<file path="config.mk">
export PLATFORM = sky130hd
export DESIGN_NAME = scp_fifo
export DESIGN_NICKNAME = d
export VERILOG_FILES = /design/src/hdl/segment_clip_by_interfaces_core_defines.svh /design/src/hdl/scp_pkg.sv /design/src/hdl/scp_fifo.sv
export SDC_FILE = /design/constraint.sdc
export NUM_CORES = 1
export LEC_CHECK = 0
export BUFFER_PORTS_ARGS = -buffer_cell sky130_fd_sc_hd__buf_2
export CORE_AREA = 4 4 277 279
export CTS_CLUSTER_SIZE = 12
export DETAILED_ROUTE_END_ITERATION = 8
export DIE_AREA = 0 0 281 283
export SYNTH_ARGS = -nofsm -noshare
export SYNTH_HDL_FRONTEND = slang
export SYNTH_SLANG_ARGS = --single-unit
</file>
<file path="constraint.sdc">
create_clock -name clk -period 18.4 [get_ports clk]
set_clock_uncertainty 0.05 [all_clocks]
set_input_delay 0.92 -clock clk [delete_from_list [all_inputs] [get_ports clk]]
set_output_delay 0.92 -clock clk [all_outputs]
set_load 0.01 [all_outputs]
</file>
<file path="src/hdl/segment_clip_by_interfaces_core_defines.svh">
// assertion macros used by the segment clip rtl
// needs clk and rst_n in the scope where a macro is used
`ifndef SEGMENT_CLIP_BY_INTERFACES_CORE_DEFINES_SVH
`define SEGMENT_CLIP_BY_INTERFACES_CORE_DEFINES_SVH

// property checked every clock edge outside reset
`define SCP_ASSERT(label, prop, msg) \
    label: assert property (@(posedge clk) disable iff (!rst_n) prop) else $error(msg);

// condition that must never be true outside reset
`define SCP_NEVER(label, cond, msg) \
    label: assert property (@(posedge clk) disable iff (!rst_n) !(cond)) else $error(msg);

`endif

</file>
<file path="src/hdl/scp_pkg.sv">
// shared types and codes for the segment clip block
// no dependencies
package scp_pkg;

    // command codes
    localparam logic [1:0] CmdNone = 2'd0;
    localparam logic [1:0] CmdOne  = 2'd1;
    localparam logic [1:0] CmdTwo  = 2'd2;

    // axis codes
    localparam logic [1:0] AxisX = 2'd0;
    localparam logic [1:0] AxisY = 2'd1;
    localparam logic [1:0] AxisZ = 2'd2;

    // classified item handed from the front to the back
    typedef struct packed {
        logic        k0;
        logic        k1;
        logic        ca;
        logic        cb;
        logic [1:0]  ax;
        logic [31:0] px;
        logic [31:0] py;
        logic [31:0] pz;
        logic [31:0] p1ax;
        logic [31:0] cell_id;
        logic [62:0] num_a;
        logic [62:0] num_b;
        logic [32:0] den_a;
        logic [32:0] den_b;
    } scp_job_t;

endpackage

</file>
<file path="src/hdl/scp_fifo.sv">
// two-entry queue of classified items between front and back
// depends on scp_pkg
module scp_fifo (
    input  logic              clk,
    input  logic              rst_n,
    input  logic              wr_valid,
    output logic              wr_ready,
    input  scp_pkg::scp_job_t wr_data,
    output logic              rd_valid,
    input  logic              rd_take,
    output scp_pkg::scp_job_t rd_data
);
    import scp_pkg::*;

    scp_job_t   mem_reg [2];
    logic       wp_reg, rp_reg;
    logic [1:0] cnt_reg;
    logic       wr, rd;

    assign wr_ready = (cnt_reg != 2'd2);
    assign rd_valid = (cnt_reg != 2'd0);
    assign wr       = wr_valid && wr_ready;
    assign rd       = rd_take && rd_valid;
    assign rd_data  = mem_reg[rp_reg];

    // pointers and fill count
    always_ff @(posedge clk or negedge rst_n)
    begin
        if (!rst_n)
        begin
            wp_reg  <= 1'b0;
            rp_reg  <= 1'b0;
            cnt_reg <= 2'd0;
        end
        else
        begin
            if (wr)
                wp_reg <= !wp_reg;
            if (rd)
                rp_reg <= !rp_reg;
            cnt_reg <= cnt_reg + 2'(wr) - 2'(rd);
        end
    end

    // storage
    always_ff @(posedge clk)
    begin
        if (wr)
            mem_reg[wp_reg] <= wr_data;
    end

endmodule

</file>
==> flow_summary.ini, run 1 <==
[synth]
synth_area_um2 = 27350
synth_mux_area_frac = 0.1885
synth_simple_gate_area_frac = 0.002150
yosys-top-cells-area = edfxtp_1 79%, mux2_4 16%, mux2_2 2.4%, buf_6 0.95%, buf_8 0.71%
yosys_warnings = 0
ys_ff_latch = 720
synth_xor_area_frac = 0.0009606
syn_nets = 1499
synth_top_family_by_area = multiplexers
syn_avg_cell_area_um2 = 24.08
synth-compound-area-share = 0.0008691
seq_area_frac_synth = 0.7897
yosys.area.top_type_share = 0.7860
synth.distinct_cells = 20
synthCells = 1136
synthAdderAreaFrac = 0.0004574
synth_top_cell_by_area = edfxtp_1

[power]
ir_worst_vdd_mv = 0.1331
power_density_nw_per_um2 = 162.3
p_leak_nw = 13.43

[critical_path]
worstPathCellList = buf_4 -> buf_12 -> mux2_4 -> buf_2
ff2ff_setup_slack_ps = 14770
reg2regPathDepth = 4
crit_type = reg -> out
cp.required_ps = 17430
path_max_fanout = 130
worstReg2RegEnd = mem_reg[1][270]$_DFFE_PP_
timing.rr.start = cnt_reg[0]$_DFF_PN0_
worst_ep_arrival_time_ps = 4030
cpLargestDelayFamily = buffers and inverters
crit_buf_inv = 3
cp_slowest_cell = dfrtp_4
slowest_delay_ps = 990
cp-start-kind = register
cp-end-kind = primary output

[job]
maxCapViolations = 0

[detailed_routing]
antenna_left = 0
drc_errors = 0
routed_wl_um = 63740
wl_per_cell_um = 21.64
via_per_inst = 4.596
drtIter0Drc = 711
first_pass_iters = 4
vias = 13540

[layout]
final_nets = 2267
largest_reg_flops = 716
synthToLayoutAreaGrowth_pct = 24.86
drive_above_1_share = 0.6077
final_common_cell = buf_2
final_cell_mix = 721 x buf_2, 716 x edfxtp_1, 300 x mux2_4
final_core_util = 0.4603

[sta]
fin_hold_ws_ps = 70.83
slew_viol_final = 0
fin_crit_ps = 5000
hold_violations = 0
setup_tns_ps = 0
max_freq_mhz = 200.0
worst_pin_slew_ps = 1346
slew_headroom = 0.1027
rsz0062_at_grt = no
min_period_over_period = 0.2717
finalWorstSetupSlack_ps = 13400
finalSetupViolCount = 0

[global_routing]
overflow = 0
grt_pass1_vias = 14220
grt_pass1_wl_um = 91390
grt.total_usage = 0.1532
antenna_found_initial = 27
grt_max_degree = 171

[floorplan]
core-area_um2 = 74200
die_h_um = 283
rows = 100
die_w_um = 281
initial_core_util = 0.3687
io_pins = 722
dieArea_um2 = 79520

[clock_network]
clock_latency_ps = 590
cts_buffer_depth = 3
cts_setup_buffers = 0
postCtsHoldBufs = 0
root_buffer = clkbuf_16
cts_tree = done
htreeDepth = 3
cts.sinks = 720
cts_resized = 0
clkTransAtPathRegs_ps = 60
cts_made_buffers = 77

[place]
gp_congestion = 0.8087
place_ws_ps = 14040
dp_hpwl_um = 45150
port_buffers = 721

[outcome]
status = completed

[hold_path]
hold_path.class = in -> async
-- how the worst max path moves through the flow --
stage                                  start                 endpoint  slack [ps]  depth (start not counted)
after detailed placement  rp_reg$_DFFE_PN0P_             rd_data[270]       14040                          4
after CTS                 rp_reg$_DFFE_PN0P_             rd_data[270]       13350                          4
after global routing      rp_reg$_DFFE_PN0P_             rd_data[270]       13220                          4
after global placement    rp_reg$_DFFE_PN0P_             rd_data[259]       14080                          4
after floorplan                     wr_valid  mem_reg[0][0]$_DFFE_PP_        1450                          2
final                     rp_reg$_DFFE_PN0P_             rd_data[270]       13400                          4
-- synth_stat cells, drive strengths merged --
cell type	count
a311oi	1
and3	1
buf	40
dfrtp	4
edfxtp	716
ha	1
mux2	358
nand2	2
nand2b	1
nand3	1
nor2	3
nor2b	1
nor4bb	1
o21ai	1
o21ba	1
or2	1
xnor2	3
-- per-stage QoR --
step                      power [mW]  area, um^2  std cells
after floorplan                3.792       27350       1136
after global placement         4.186       31840       2794
after detailed placement       4.212       31840       2794
after CTS                      5.627       34100       2924
after global routing           5.798       34130       2937
final                          5.545       34150       2945
-- routing by layer --
layer,vias to the layer above,wire length [um],track usage
met5,-,113,0
met4,18,2137,0.06601
met3,132,5354,0.05261
met2,502,33410,0.2722
met1,6763,22730,0.1652
li1,6120,-,-
-- power by group --
| part | leakage [nW] | switching, mW | internal [mW] | total, mW |
|---|---|---|---|---|
| Sequential | 6.71 | 0.117 | 2.25 | 2.37 |
| Combinational | 5.63 | 0.918 | 0.862 | 1.78 |
| Clock | 1.09 | 0.607 | 0.789 | 1.40 |
| Total | 13.4 | 1.64 | 3.90 | 5.54 |
-- kinds of logic (layout without fill, tap and decap cells) --
family | Yosys count | after routing
DFF | 720 | 720
xor gates and xnor gates | 3 | 3
muxes | 358 | 358
and+or+nand+nor | 11 | 11
buffers and inverters | 40 | 859
other | 0 | 21
AOI/OAI and AO/OA | 3 | 3
adders and majority gates | 1 | 1
-- layout make-up --
| type | instances | area (um^2) |
|---|---|---|
| timing repair buffer | 729 | 3731 |
| clock inverter | 31 | 251.5 |
| tap | 969 | 1212 |
| sequential | 720 | 21600 |
| fill | 6415 | 40040 |
| clock buffer | 99 | 2009 |
| multi-input combinational | 376 | 5291 |
| antenna | 21 | 52.55 |
Power figures use the tool's default switching activity.
==> run 2: changes to the inputs <==
--- a/config.mk
+++ b/config.mk
@@ -6,10 +6,10 @@
 export NUM_CORES = 1
 export LEC_CHECK = 0
 export BUFFER_PORTS_ARGS = -buffer_cell sky130_fd_sc_hd__buf_2
-export CORE_AREA = 4 4 277 279
+export CORE_AREA = 4 4 282 284
 export CTS_CLUSTER_SIZE = 12
 export DETAILED_ROUTE_END_ITERATION = 8
-export DIE_AREA = 0 0 281 283
+export DIE_AREA = 0 0 286 288
 export SYNTH_ARGS = -nofsm -noshare
 export SYNTH_HDL_FRONTEND = slang
 export SYNTH_SLANG_ARGS = --single-unit
==> constraint.sdc (replaced) <==
create_clock -name clk -period 4.31 [get_ports clk]
set_clock_uncertainty 0.05 [all_clocks]
set_input_delay 0.2155 -clock clk [delete_from_list [all_inputs] [get_ports clk]]
set_output_delay 0.2155 -clock clk [all_outputs]
set_load 0.01 [all_outputs]
==> flow_summary.ini, run 2 (synthesis results as in run 1) <==
[detailed_routing]
via_per_inst = 4.491
drc_errors = 0
wl_per_cell_um = 20.13
drtIter0Drc = 649
first_pass_iters = 4
routed_wl_um = 68520
antenna_left = 0
vias = 15290

[hold_path]
hold_start = wr_data[151]
hold_path.class = in -> reg

[global_routing]
antenna_found_initial = 4
grt_pass1_vias = 17060
grt_pass1_wl_um = 100700
grt_max_degree = 96
grt.total_usage = 0.1591
overflow = 0

[floorplan]
die_h_um = 288
initial_core_util = 0.3549
dieArea_um2 = 82370
rows = 102
core-area_um2 = 77080
io_pins = 722
die_w_um = 286

[critical_path]
worstSetupStartpoint = rp_reg$_DFFE_PN0P_
crit_buf_inv = 2
worstReg2RegEnd = mem_reg[0][200]$_DFFE_PP_
cpLargestDelayFamily = flip-flops
crit_cells = 3
slowest_delay_ps = 980
cp-start-kind = register
worst_ep_arrival_time_ps = 2700
cp.required_ps = 4040
cp-end-kind = primary output
ff2ff_setup_slack_ps = 2030
reg2regPathDepth = 4
crit_type = reg -> out
worstPathCellList = buf_4 -> mux2_2 -> buf_2
timing.rr.start = cnt_reg[0]$_DFF_PN0_
cp_slowest_cell = dfrtp_4
path_max_fanout = 45
crit_end = rd_data[20]

[sta]
hold_violations = 0
slew_viol_final = 0
finalWorstSetupSlack_ps = 1343
max_freq_mhz = 337.0
setup_tns_ps = 0
min_period_over_period = 0.6885
rsz0062_at_grt = no
finalSetupViolCount = 0
worst_pin_slew_ps = 850.6
fin_crit_ps = 2967
slew_headroom = 0.4330

[power]
pwr-share-clk = 0.254
p_seq_frac = 0.411
p_sw_frac = 0.2999
p_sw_mw = 7.325
ir_worst_vdd_mv = 0.4279
p_int_mw = 17.10
power_mw = 24.43
power_density_nw_per_um2 = 638.7
combPwrFrac = 0.335
p_leak_nw = 15.19

[layout]
final_cells = 3404
drive_above_1_share = 0.5208
final_nets = 2663
largest_reg_flops = 716
final_cell_mix = 721 x buf_2, 716 x edfxtp_1, 362 x dlygate4sd3_1
final_common_cell = buf_2
synthToLayoutAreaGrowth_pct = 39.81
final_core_util = 0.4961

[clock_network]
cts_resized = 0
clkTransAtPathRegs_ps = 60
cts_tree = done
cts_made_buffers = 79
cts.sinks = 720
htreeDepth = 3
clock_latency_ps = 590
root_buffer = clkbuf_16
cts_buffer_depth = 3

[place]
gp_congestion = 0.7997
numPlacedInstances = 2897
dp_hpwl_um = 47040
place_ws_ps = 1911
port_buffers = 721

[job]
maxCapViolations = 0

[outcome]
status = completed
==> run 2: power groups by stage <==
stage	Clock [mW]	Sequential [mW]	Combinational, mW
floorplan	0	10.3	5.35
global placement	0	10.1	7.97
detailed placement	0	10.2	8.01
CTS	6.41	10.1	8.31
global route	6.73	10.2	8.66
finish	6.20	10.0	8.18
==> run 2: timing repair <==
action                                 4_1_cts  5_1_grt
setup endpoints to repair                    0        0
endpoints found under the hold margin      724        0
hold buffers                               362        0
buffers inserted                             0        0
==> run 2: worst min-delay path by stage <==
stage | endpoint | slack [ps] | cells after the start
after floorplan | cnt_reg[0]$_DFF_PN0_ | -130 | 0
after global routing | mem_reg[0][260]$_DFFE_PP_ | 230 | 2
after CTS | mem_reg[0][348]$_DFFE_PP_ | 210 | 2
after global placement | wp_reg$_DFFE_PN0P_ | -20 | 1
after detailed placement | wp_reg$_DFFE_PN0P_ | -10 | 1
final | mem_reg[0][151]$_DFFE_PP_ | 270 | 2
==> run 2: metal layers <==
metal,vias to the layer above,share of wire,GRT usage
li1,6914,-,-
met1,7678,0.37,0.1755
met2,550,0.53,0.2928
met3,147,0.064,0.03761
met4,0,0.037,0.06830
met5,-,0,0
==> run 2: layout make-up <==
cell class / count / area [um^2]
Clock inverter: 38 / 300.3
Sequential cell: 720 / 21600
Antenna cell: 4 / 10.01
Multi-Input combinational cell: 376 / 5306
Clock buffer: 103 / 2088
Tap cell: 1040 / 1301
Fill cell: 6381 / 38840
Timing Repair Buffer: 1123 / 7632
==> run 2: metrics by stage <==
stage,hold slack (ps),instance area (um^2)
final,272.5,38240
after floorplan,-130.1,27380
after detailed placement,-13.70,32220
after CTS,210.4,38230
after global routing,230.8,38240
after global placement,-20.65,32220
