$ cat src/hdl/segment_clip_by_interfaces_core_defines.svh
// assertion macros used by the segment clip rtl
// needs clk and rst_n in the scope where a macro is used
`ifndef SEGMENT_CLIP_BY_INTERFACES_CORE_DEFINES_SVH
`define SEGMENT_CLIP_BY_INTERFACES_CORE_DEFINES_SVH

// property checked every clock edge outside reset
`define SCP_ASSERT(label, prop, msg) \
    label: assert property (@(posedge clk) disable iff (!rst_n) prop) else $error(msg);

// condition that must never be true outside reset
`define SCP_NEVER(label, cond, msg) \
    label: assert property (@(posedge clk) disable iff (!rst_n) !(cond)) else $error(msg);

`endif

$ cat src/hdl/scp_pkg.sv
// shared types and codes for the segment clip block
// no dependencies
package scp_pkg;

    // command codes
    localparam logic [1:0] CmdNone = 2'd0;
    localparam logic [1:0] CmdOne  = 2'd1;
    localparam logic [1:0] CmdTwo  = 2'd2;

    // axis codes
    localparam logic [1:0] AxisX = 2'd0;
    localparam logic [1:0] AxisY = 2'd1;
    localparam logic [1:0] AxisZ = 2'd2;

    // classified item handed from the front to the back
    typedef struct packed {
        logic        k0;
        logic        k1;
        logic        ca;
        logic        cb;
        logic [1:0]  ax;
        logic [31:0] px;
        logic [31:0] py;
        logic [31:0] pz;
        logic [31:0] p1ax;
        logic [31:0] cell_id;
        logic [62:0] num_a;
        logic [62:0] num_b;
        logic [32:0] den_a;
        logic [32:0] den_b;
    } scp_job_t;

endpackage

$ cat src/hdl/scp_back.sv
// back: divides out both crossings eight bits a cycle, then emits the
// ordered points of one item; depends on scp_pkg and the defines header
`include "segment_clip_by_interfaces_core_defines.svh"
module scp_back (
    input  logic              clk,
    input  logic              rst_n,
    input  logic              job_valid,
    output logic              job_take,
    input  scp_pkg::scp_job_t job,
    output logic              empty,
    input  logic              pop,
    output logic              point_valid,
    output logic signed [31:0] point_x,
    output logic signed [31:0] point_y,
    output logic signed [31:0] point_z,
    output logic [31:0]       cell_index_out,
    output logic              last_point
);
    import scp_pkg::*;

    typedef struct packed {
        logic [33:0] rem;
        logic [31:0] sh;
        logic [31:0] q;
    } div_t;

    // divider
    scp_job_t   dj_reg;
    div_t       da_reg, db_reg;
    logic       dv_busy_reg, dv_done_reg;
    logic [1:0] dv_cnt_reg;

    // emitter
    logic        em_valid_reg;
    logic [3:0]  mask_reg;
    logic [1:0]  eax_reg;
    logic [31:0] ex_reg, ey_reg, ez_reg, ec1_reg, ec2_reg, ep1_reg, ecell_reg;

    logic        em_last, load_em, start;
    logic [3:0]  mask_next, low_bit;
    logic [31:0] qlo, qhi, ax_coord, ax_base;
    div_t        da_in, db_in;

    function automatic div_t div8(input div_t s, input logic [32:0] den);
        div_t r;
        r = s;
        for (int i = 0; i < 8; i++)
        begin
            r.rem = {r.rem[32:0], r.sh[31]};
            r.sh  = {r.sh[30:0], 1'b0};
            if (r.rem >= {1'b0, den})
            begin
                r.rem = r.rem - {1'b0, den};
                r.q   = {r.q[30:0], 1'b1};
            end
            else
            begin
                r.q = {r.q[30:0], 1'b0};
            end
        end
        div8 = r;
    endfunction

    // handoff control
    assign em_last  = ((mask_reg & (mask_reg - 4'd1)) == 4'd0);
    assign load_em  = dv_done_reg && (!em_valid_reg || (pop && em_last));
    assign start    = job_valid && !dv_busy_reg && (!dv_done_reg || load_em);
    assign job_take = start;

    always_comb
    begin
        da_in.rem = {3'b000, job.num_a[62:32]};
        da_in.sh  = job.num_a[31:0];
        da_in.q   = 32'd0;
        db_in.rem = {3'b000, job.num_b[62:32]};
        db_in.sh  = job.num_b[31:0];
        db_in.q   = 32'd0;
    end

    // divider control
    always_ff @(posedge clk or negedge rst_n)
    begin
        if (!rst_n)
        begin
            dv_busy_reg <= 1'b0;
            dv_done_reg <= 1'b0;
            dv_cnt_reg  <= 2'd0;
        end
        else if (start)
        begin
            dv_busy_reg <= 1'b1;
            dv_done_reg <= 1'b0;
            dv_cnt_reg  <= 2'd1;
        end
        else if (dv_busy_reg)
        begin
            dv_cnt_reg <= dv_cnt_reg + 2'd1;
            if (dv_cnt_reg == 2'd3)
            begin
                dv_busy_reg <= 1'b0;
                dv_done_reg <= 1'b1;
            end
        end
        else if (load_em)
        begin
            dv_done_reg <= 1'b0;
        end
    end

    // divider datapath, first eight bits on the load cycle
    always_ff @(posedge clk)
    begin
        if (start)
        begin
            dj_reg <= job;
            da_reg <= div8(da_in, job.den_a);
            db_reg <= div8(db_in, job.den_b);
        end
        else if (dv_busy_reg)
        begin
            da_reg <= div8(da_reg, dj_reg.den_a);
            db_reg <= div8(db_reg, dj_reg.den_b);
        end
    end

    // point list of the finished item
    always_comb
    begin
        unique case (dj_reg.ax)
            AxisX:   ax_base = dj_reg.px;
            AxisY:   ax_base = dj_reg.py;
            default: ax_base = dj_reg.pz;
        endcase
        priority if (dj_reg.ca && dj_reg.cb)
        begin
            qlo = (da_reg.q < db_reg.q) ? da_reg.q : db_reg.q;
            qhi = (da_reg.q < db_reg.q) ? db_reg.q : da_reg.q;
        end
        else if (dj_reg.ca)
        begin
            qlo = da_reg.q;
            qhi = da_reg.q;
        end
        else
        begin
            qlo = db_reg.q;
            qhi = db_reg.q;
        end
        mask_next = {dj_reg.k1,
                     dj_reg.ca && dj_reg.cb && (qlo != qhi),
                     dj_reg.ca || dj_reg.cb,
                     dj_reg.k0};
    end

    // emitter state
    always_ff @(posedge clk or negedge rst_n)
    begin
        if (!rst_n)
        begin
            em_valid_reg <= 1'b0;
            mask_reg     <= 4'd0;
        end
        else if (load_em)
        begin
            em_valid_reg <= 1'b1;
            mask_reg     <= mask_next;
        end
        else if (pop && em_valid_reg)
        begin
            if (em_last)
                em_valid_reg <= 1'b0;
            else
                mask_reg <= mask_reg & (mask_reg - 4'd1);
        end
    end

    always_ff @(posedge clk)
    begin
        if (load_em)
        begin
            eax_reg   <= dj_reg.ax;
            ex_reg    <= dj_reg.px;
            ey_reg    <= dj_reg.py;
            ez_reg    <= dj_reg.pz;
            ec1_reg   <= ax_base + qlo;
            ec2_reg   <= ax_base + qhi;
            ep1_reg   <= dj_reg.p1ax;
            ecell_reg <= dj_reg.cell_id;
        end
    end

    // current point: lowest pending slot
    always_comb
    begin
        low_bit = mask_reg & (~mask_reg + 4'd1);
        unique case (eax_reg)
            AxisX:   ax_coord = ex_reg;
            AxisY:   ax_coord = ey_reg;
            default: ax_coord = ez_reg;
        endcase
        if (low_bit[1])
            ax_coord = ec1_reg;
        else if (low_bit[2])
            ax_coord = ec2_reg;
        else if (low_bit[3])
            ax_coord = ep1_reg;
        point_valid = (mask_reg != 4'd0);
        point_x = !point_valid ? 32'sd0 : (eax_reg == AxisX) ? ax_coord : ex_reg;
        point_y = !point_valid ? 32'sd0 : (eax_reg == AxisY) ? ax_coord : ey_reg;
        point_z = !point_valid ? 32'sd0 :
                  (eax_reg != AxisX && eax_reg != AxisY) ? ax_coord : ez_reg;
    end

    assign empty          = !em_valid_reg;
    assign cell_index_out = ecell_reg;
    assign last_point     = em_last;

    `SCP_NEVER(a_busy_done, dv_busy_reg && dv_done_reg, "divider busy and done at once")
    `SCP_ASSERT(a_empty_last, (!empty && !point_valid) |-> last_point, "empty clip not last")
    `SCP_ASSERT(a_div_len, (dv_busy_reg && dv_cnt_reg == 2'd3) |=> dv_done_reg, "divider overran")

endmodule

$ cat config.mk
export PLATFORM = sky130hd
export DESIGN_NAME = scp_back
export DESIGN_NICKNAME = d
export VERILOG_FILES = /design/src/hdl/scp_pkg.sv /design/src/hdl/scp_back.sv
export VERILOG_INCLUDE_DIRS = /design/src /design/src/hdl
export SDC_FILE = /design/constraint.sdc
export NUM_CORES = 2
export LEC_CHECK = 0
export BUFFER_PORTS_ARGS = -buffer_cell sky130_fd_sc_hd__clkbuf_2
export CAP_MARGIN = 10
export CORE_ASPECT_RATIO = 0.8
export CORE_MARGIN = 2
export CORE_UTILIZATION = 42
export DETAILED_ROUTE_END_ITERATION = 16
export PLACE_DENSITY = 0.56
export RECOVER_POWER = 50
export SETUP_SLACK_MARGIN = 0.4
export SLEW_MARGIN = 20
export SYNTH_ARGS = -nofsm -noshare
export SYNTH_HDL_FRONTEND = slang
export SYNTH_SLANG_ARGS = --single-unit
$ cat constraint.sdc
create_clock -name clk -period 35.3 [get_ports clk]
set_input_delay 3.53 -clock clk [delete_from_list [all_inputs] [get_ports clk]]
set_output_delay 3.53 -clock clk [all_outputs]
set_load 0.1 [all_outputs]
==> results.yml <==
logic_synthesis:
  ys_seq_elements: 645
  synth_cell_types: 110
  synth_compound_area_frac: 0.257
  ys_warn_count: 0
  synthMuxAreaShare: 0.0796
  synthTopCellsByArea: "edfxtp_1, ha_1, a21oi_1, mux2_2, xnor2_1"
  synth_ff_type: "edfxtp_1"
  yosys.area_share.simple: 0.169
  synth_area_leader_cell: "edfxtp_1"
  syn_area_per_cell_um2: 8.21
  yosysSeqAreaShare: 0.209
  syn_area_mm2: 0.0926
  synth-edff-count: 636
  synth_top_area_frac: 0.206
  async_flop_share: 0.0140
  synth_xor_area_frac: 0.0871
  synth_cells: 11276
  synth_top_family_by_area: "compound AO/OA/AOI/OAI gates"
  syn-num-nets: 12820
  synthAdderAreaFrac: 0.163
cts:
  root_buffer: "clkbuf_16"
  numCtsBuffers: 76
  clock_latency_ns: 0.73
  cts_tree: "built"
  clock_sinks: 645
  clk_path_buf_depth: 3
  h-tree-depth: 3
  path_clk_slew_ns: 0.06
  holdBufCountCts: 0
setup_path:
  cp_slowest_stage_delay_ns: 0.70
  crit_fanout: 37
  worstPathArrival_ns: 33.49
  cp-start-kind: "primary input"
  crit_type: "in -> reg"
  end_kind: "register"
  crit_required_ns: 35.86
  slowest_stage: "clkbuf_1"
  crit_top_cell: "o21ai_0"
floorplanning:
  core-area_mm2: 0.220
  die_height_um: 424
  die_w_um: 529
  io-pin-count: 494
  rows: 154
  start_util: 0.422
  dieArea_mm2: 0.224
sta:
  holdWs_ns: 0.417
  setup_ws_ns: 2.37
  relSlewSlack: -1.45
  rsz0062_at_grt: "no"
  max_freq_mhz: 30.4
  finalCritPeriodShare: 0.933
  finalSetupViolCount: 0
  fin_skew_ns: 0.0603
  hold_viol: 0
  timing.setup.tns_ns: 0
  drv_slew: 569
  worst_pin_slew_ns: 3.65
  period_needed_ns: 32.93
global_routing:
  first_global_vias: 83862
  grt-ovfl-total: 0
  antenna_found_initial: 15
  grt_first_pass_wirelength_mm: 519
  grt_max_degree: 152
  track_usage: 0.300
finish:
  area_delta_synth_final_pct: 9.70
  fin_nets: 13260
  n_fill_cell: 21645
  final_core_util: 0.463
  drive_above_1_share: 0.112
  largest_reg_flops: 232
route:
  drc: 0
  antenna_left: 0
  routed_via_density: 6.12
  drtIter0Drc: 8899
  firstDrtPassIters: 6
  routedWlPerCell_um: 24.1
  wirelength_mm: 353
  dr_total_vias: 89713
place:
  pre_cts_ws_ns: 0.669
  routabilityCongestion: 0.984
  portBuffers: 493
  hpwl_mm: 289
outcome:
  violations: "max-capacitance violations, max-slew violations"
  status: "finished with violations"
flow_run:
  maxCapViolCount: 12
worst_hold_path:
  hold_class: "reg -> reg"
[cells in the mapped netlist, types with 137 or more instances]
| library cell | number |
|---|---|
| ha_1 | 1148 |
| a21oi_1 | 1088 |
| nand2_1 | 935 |
| nor2_1 | 934 |
| o21ai_0 | 774 |
| edfxtp_1 | 636 |
| xnor2_1 | 588 |
| inv_1 | 555 |
| mux2_2 | 468 |
| a21o_1 | 459 |
| xor2_1 | 333 |
| a211oi_1 | 231 |
| clkbuf_1 | 225 |
| nor3_1 | 220 |
| mux2i_1 | 201 |
| nand3_1 | 194 |
| nor2b_1 | 175 |
| nand2b_1 | 169 |
| o21a_1 | 145 |
| nand4_1 | 144 |
| o21bai_1 | 137 |
[what timing repair did]
action	4_1_cts	5_1_grt
setup buffers	0	5
resized for setup	0	20
setup endpoints to repair	0	68
[per-layer routing]
| metal | up-vias | track usage | routed length (µm) |
|---|---|---|---|
| li1 | 43021 | - | - |
| met1 | 42994 | 0.438 | 168000 |
| met2 | 3309 | 0.459 | 149000 |
| met3 | 383 | 0.0382 | 25900 |
| met4 | 6 | 0.0828 | 9940 |
| met5 | - | 0 | 34 |
[cell type report]
class / count / area (µm²) / area share
multi-input combinational: 9757 / 70100 / 0.690
inverter: 556 / 2100 / 0.0206
clock buffer: 88 / 1950 / 0.0192
antenna: 5 / 12.5 / 0.000123
timing repair buffer: 680 / 3720 / 0.0366
clock inverter: 52 / 785 / 0.00772
tap: 2886 / 3610 / 0.0355
sequential: 645 / 19300 / 0.190
[path summary, 6_finish.rpt]
| check | from | endpoint | slack [ns] | cells past startpoint |
|---|---|---|---|---|
| min in group asynchronous | rst_n | mask_reg[3] | 2.80 | 1 |
| max in group asynchronous | rst_n | dv_cnt_reg[1] | 32.15 | 1 |
| hold / removal | dj_reg[234] | ep1_reg[10] | 0.42 | 0 |
| hold reg to reg | dj_reg[234] | ep1_reg[10] | 0.42 | 0 |
| setup / recovery | job[0] | db_reg[92] | 2.37 | 115 |
| setup reg to reg | dj_reg[27] | db_reg[73] | 2.75 | 109 |
[cells in the final DEF, fill, tap and decap left out, types with 143 or more instances in the layout]
cell	instances
o21ai_0	771
nand2b_1	169
nand2_1	933
mux2_2	467
a211oi_1	230
ha_1	1148
clkbuf_2	355
xor2_1	333
xnor2_1	588
a21o_1	457
inv_1	552
a21oi_1	1087
nor2_1	929
nand3_1	193
edfxtp_1	636
buf_4	173
clkbuf_1	158
nor3_1	219
o21a_1	143
mux2i_1	201
nor2b_1	173
nand4_1	144
[metrics by stage]
stage | instance area, µm² | instances
global route | 102000 | 14666
global placement | 99000 | 14517
finish | 102000 | 14669
detailed placement | 99000 | 14517
floorplan | 92600 | 11276
CTS | 102000 | 14657
[cells by family (layout without fill, tap and decap cells)]
group | Yosys count | count (layout)
buf+inv | 876 | 1376
xor+xnor | 921 | 921
fa+ha+maj | 1183 | 1183
mux | 677 | 677
flops | 645 | 645
other cells | 0 | 5
simple gates | 3296 | 3298
compound gates | 3678 | 3678
[critical path: cells and delay by family]
kind,cells,cell delay [ns]
multiplexers,3,1.03
AND/OR/NAND/NOR,27,5.83
AO/OA/AOI/OAI,71,17.90
buffers and inverters,6,2.02
adder cells (fa/ha/maj),8,3.08
Power is left out: the tool's default activity adds up to more than one toggle a clock period on the data nets, which glitch-free logic cannot reach.
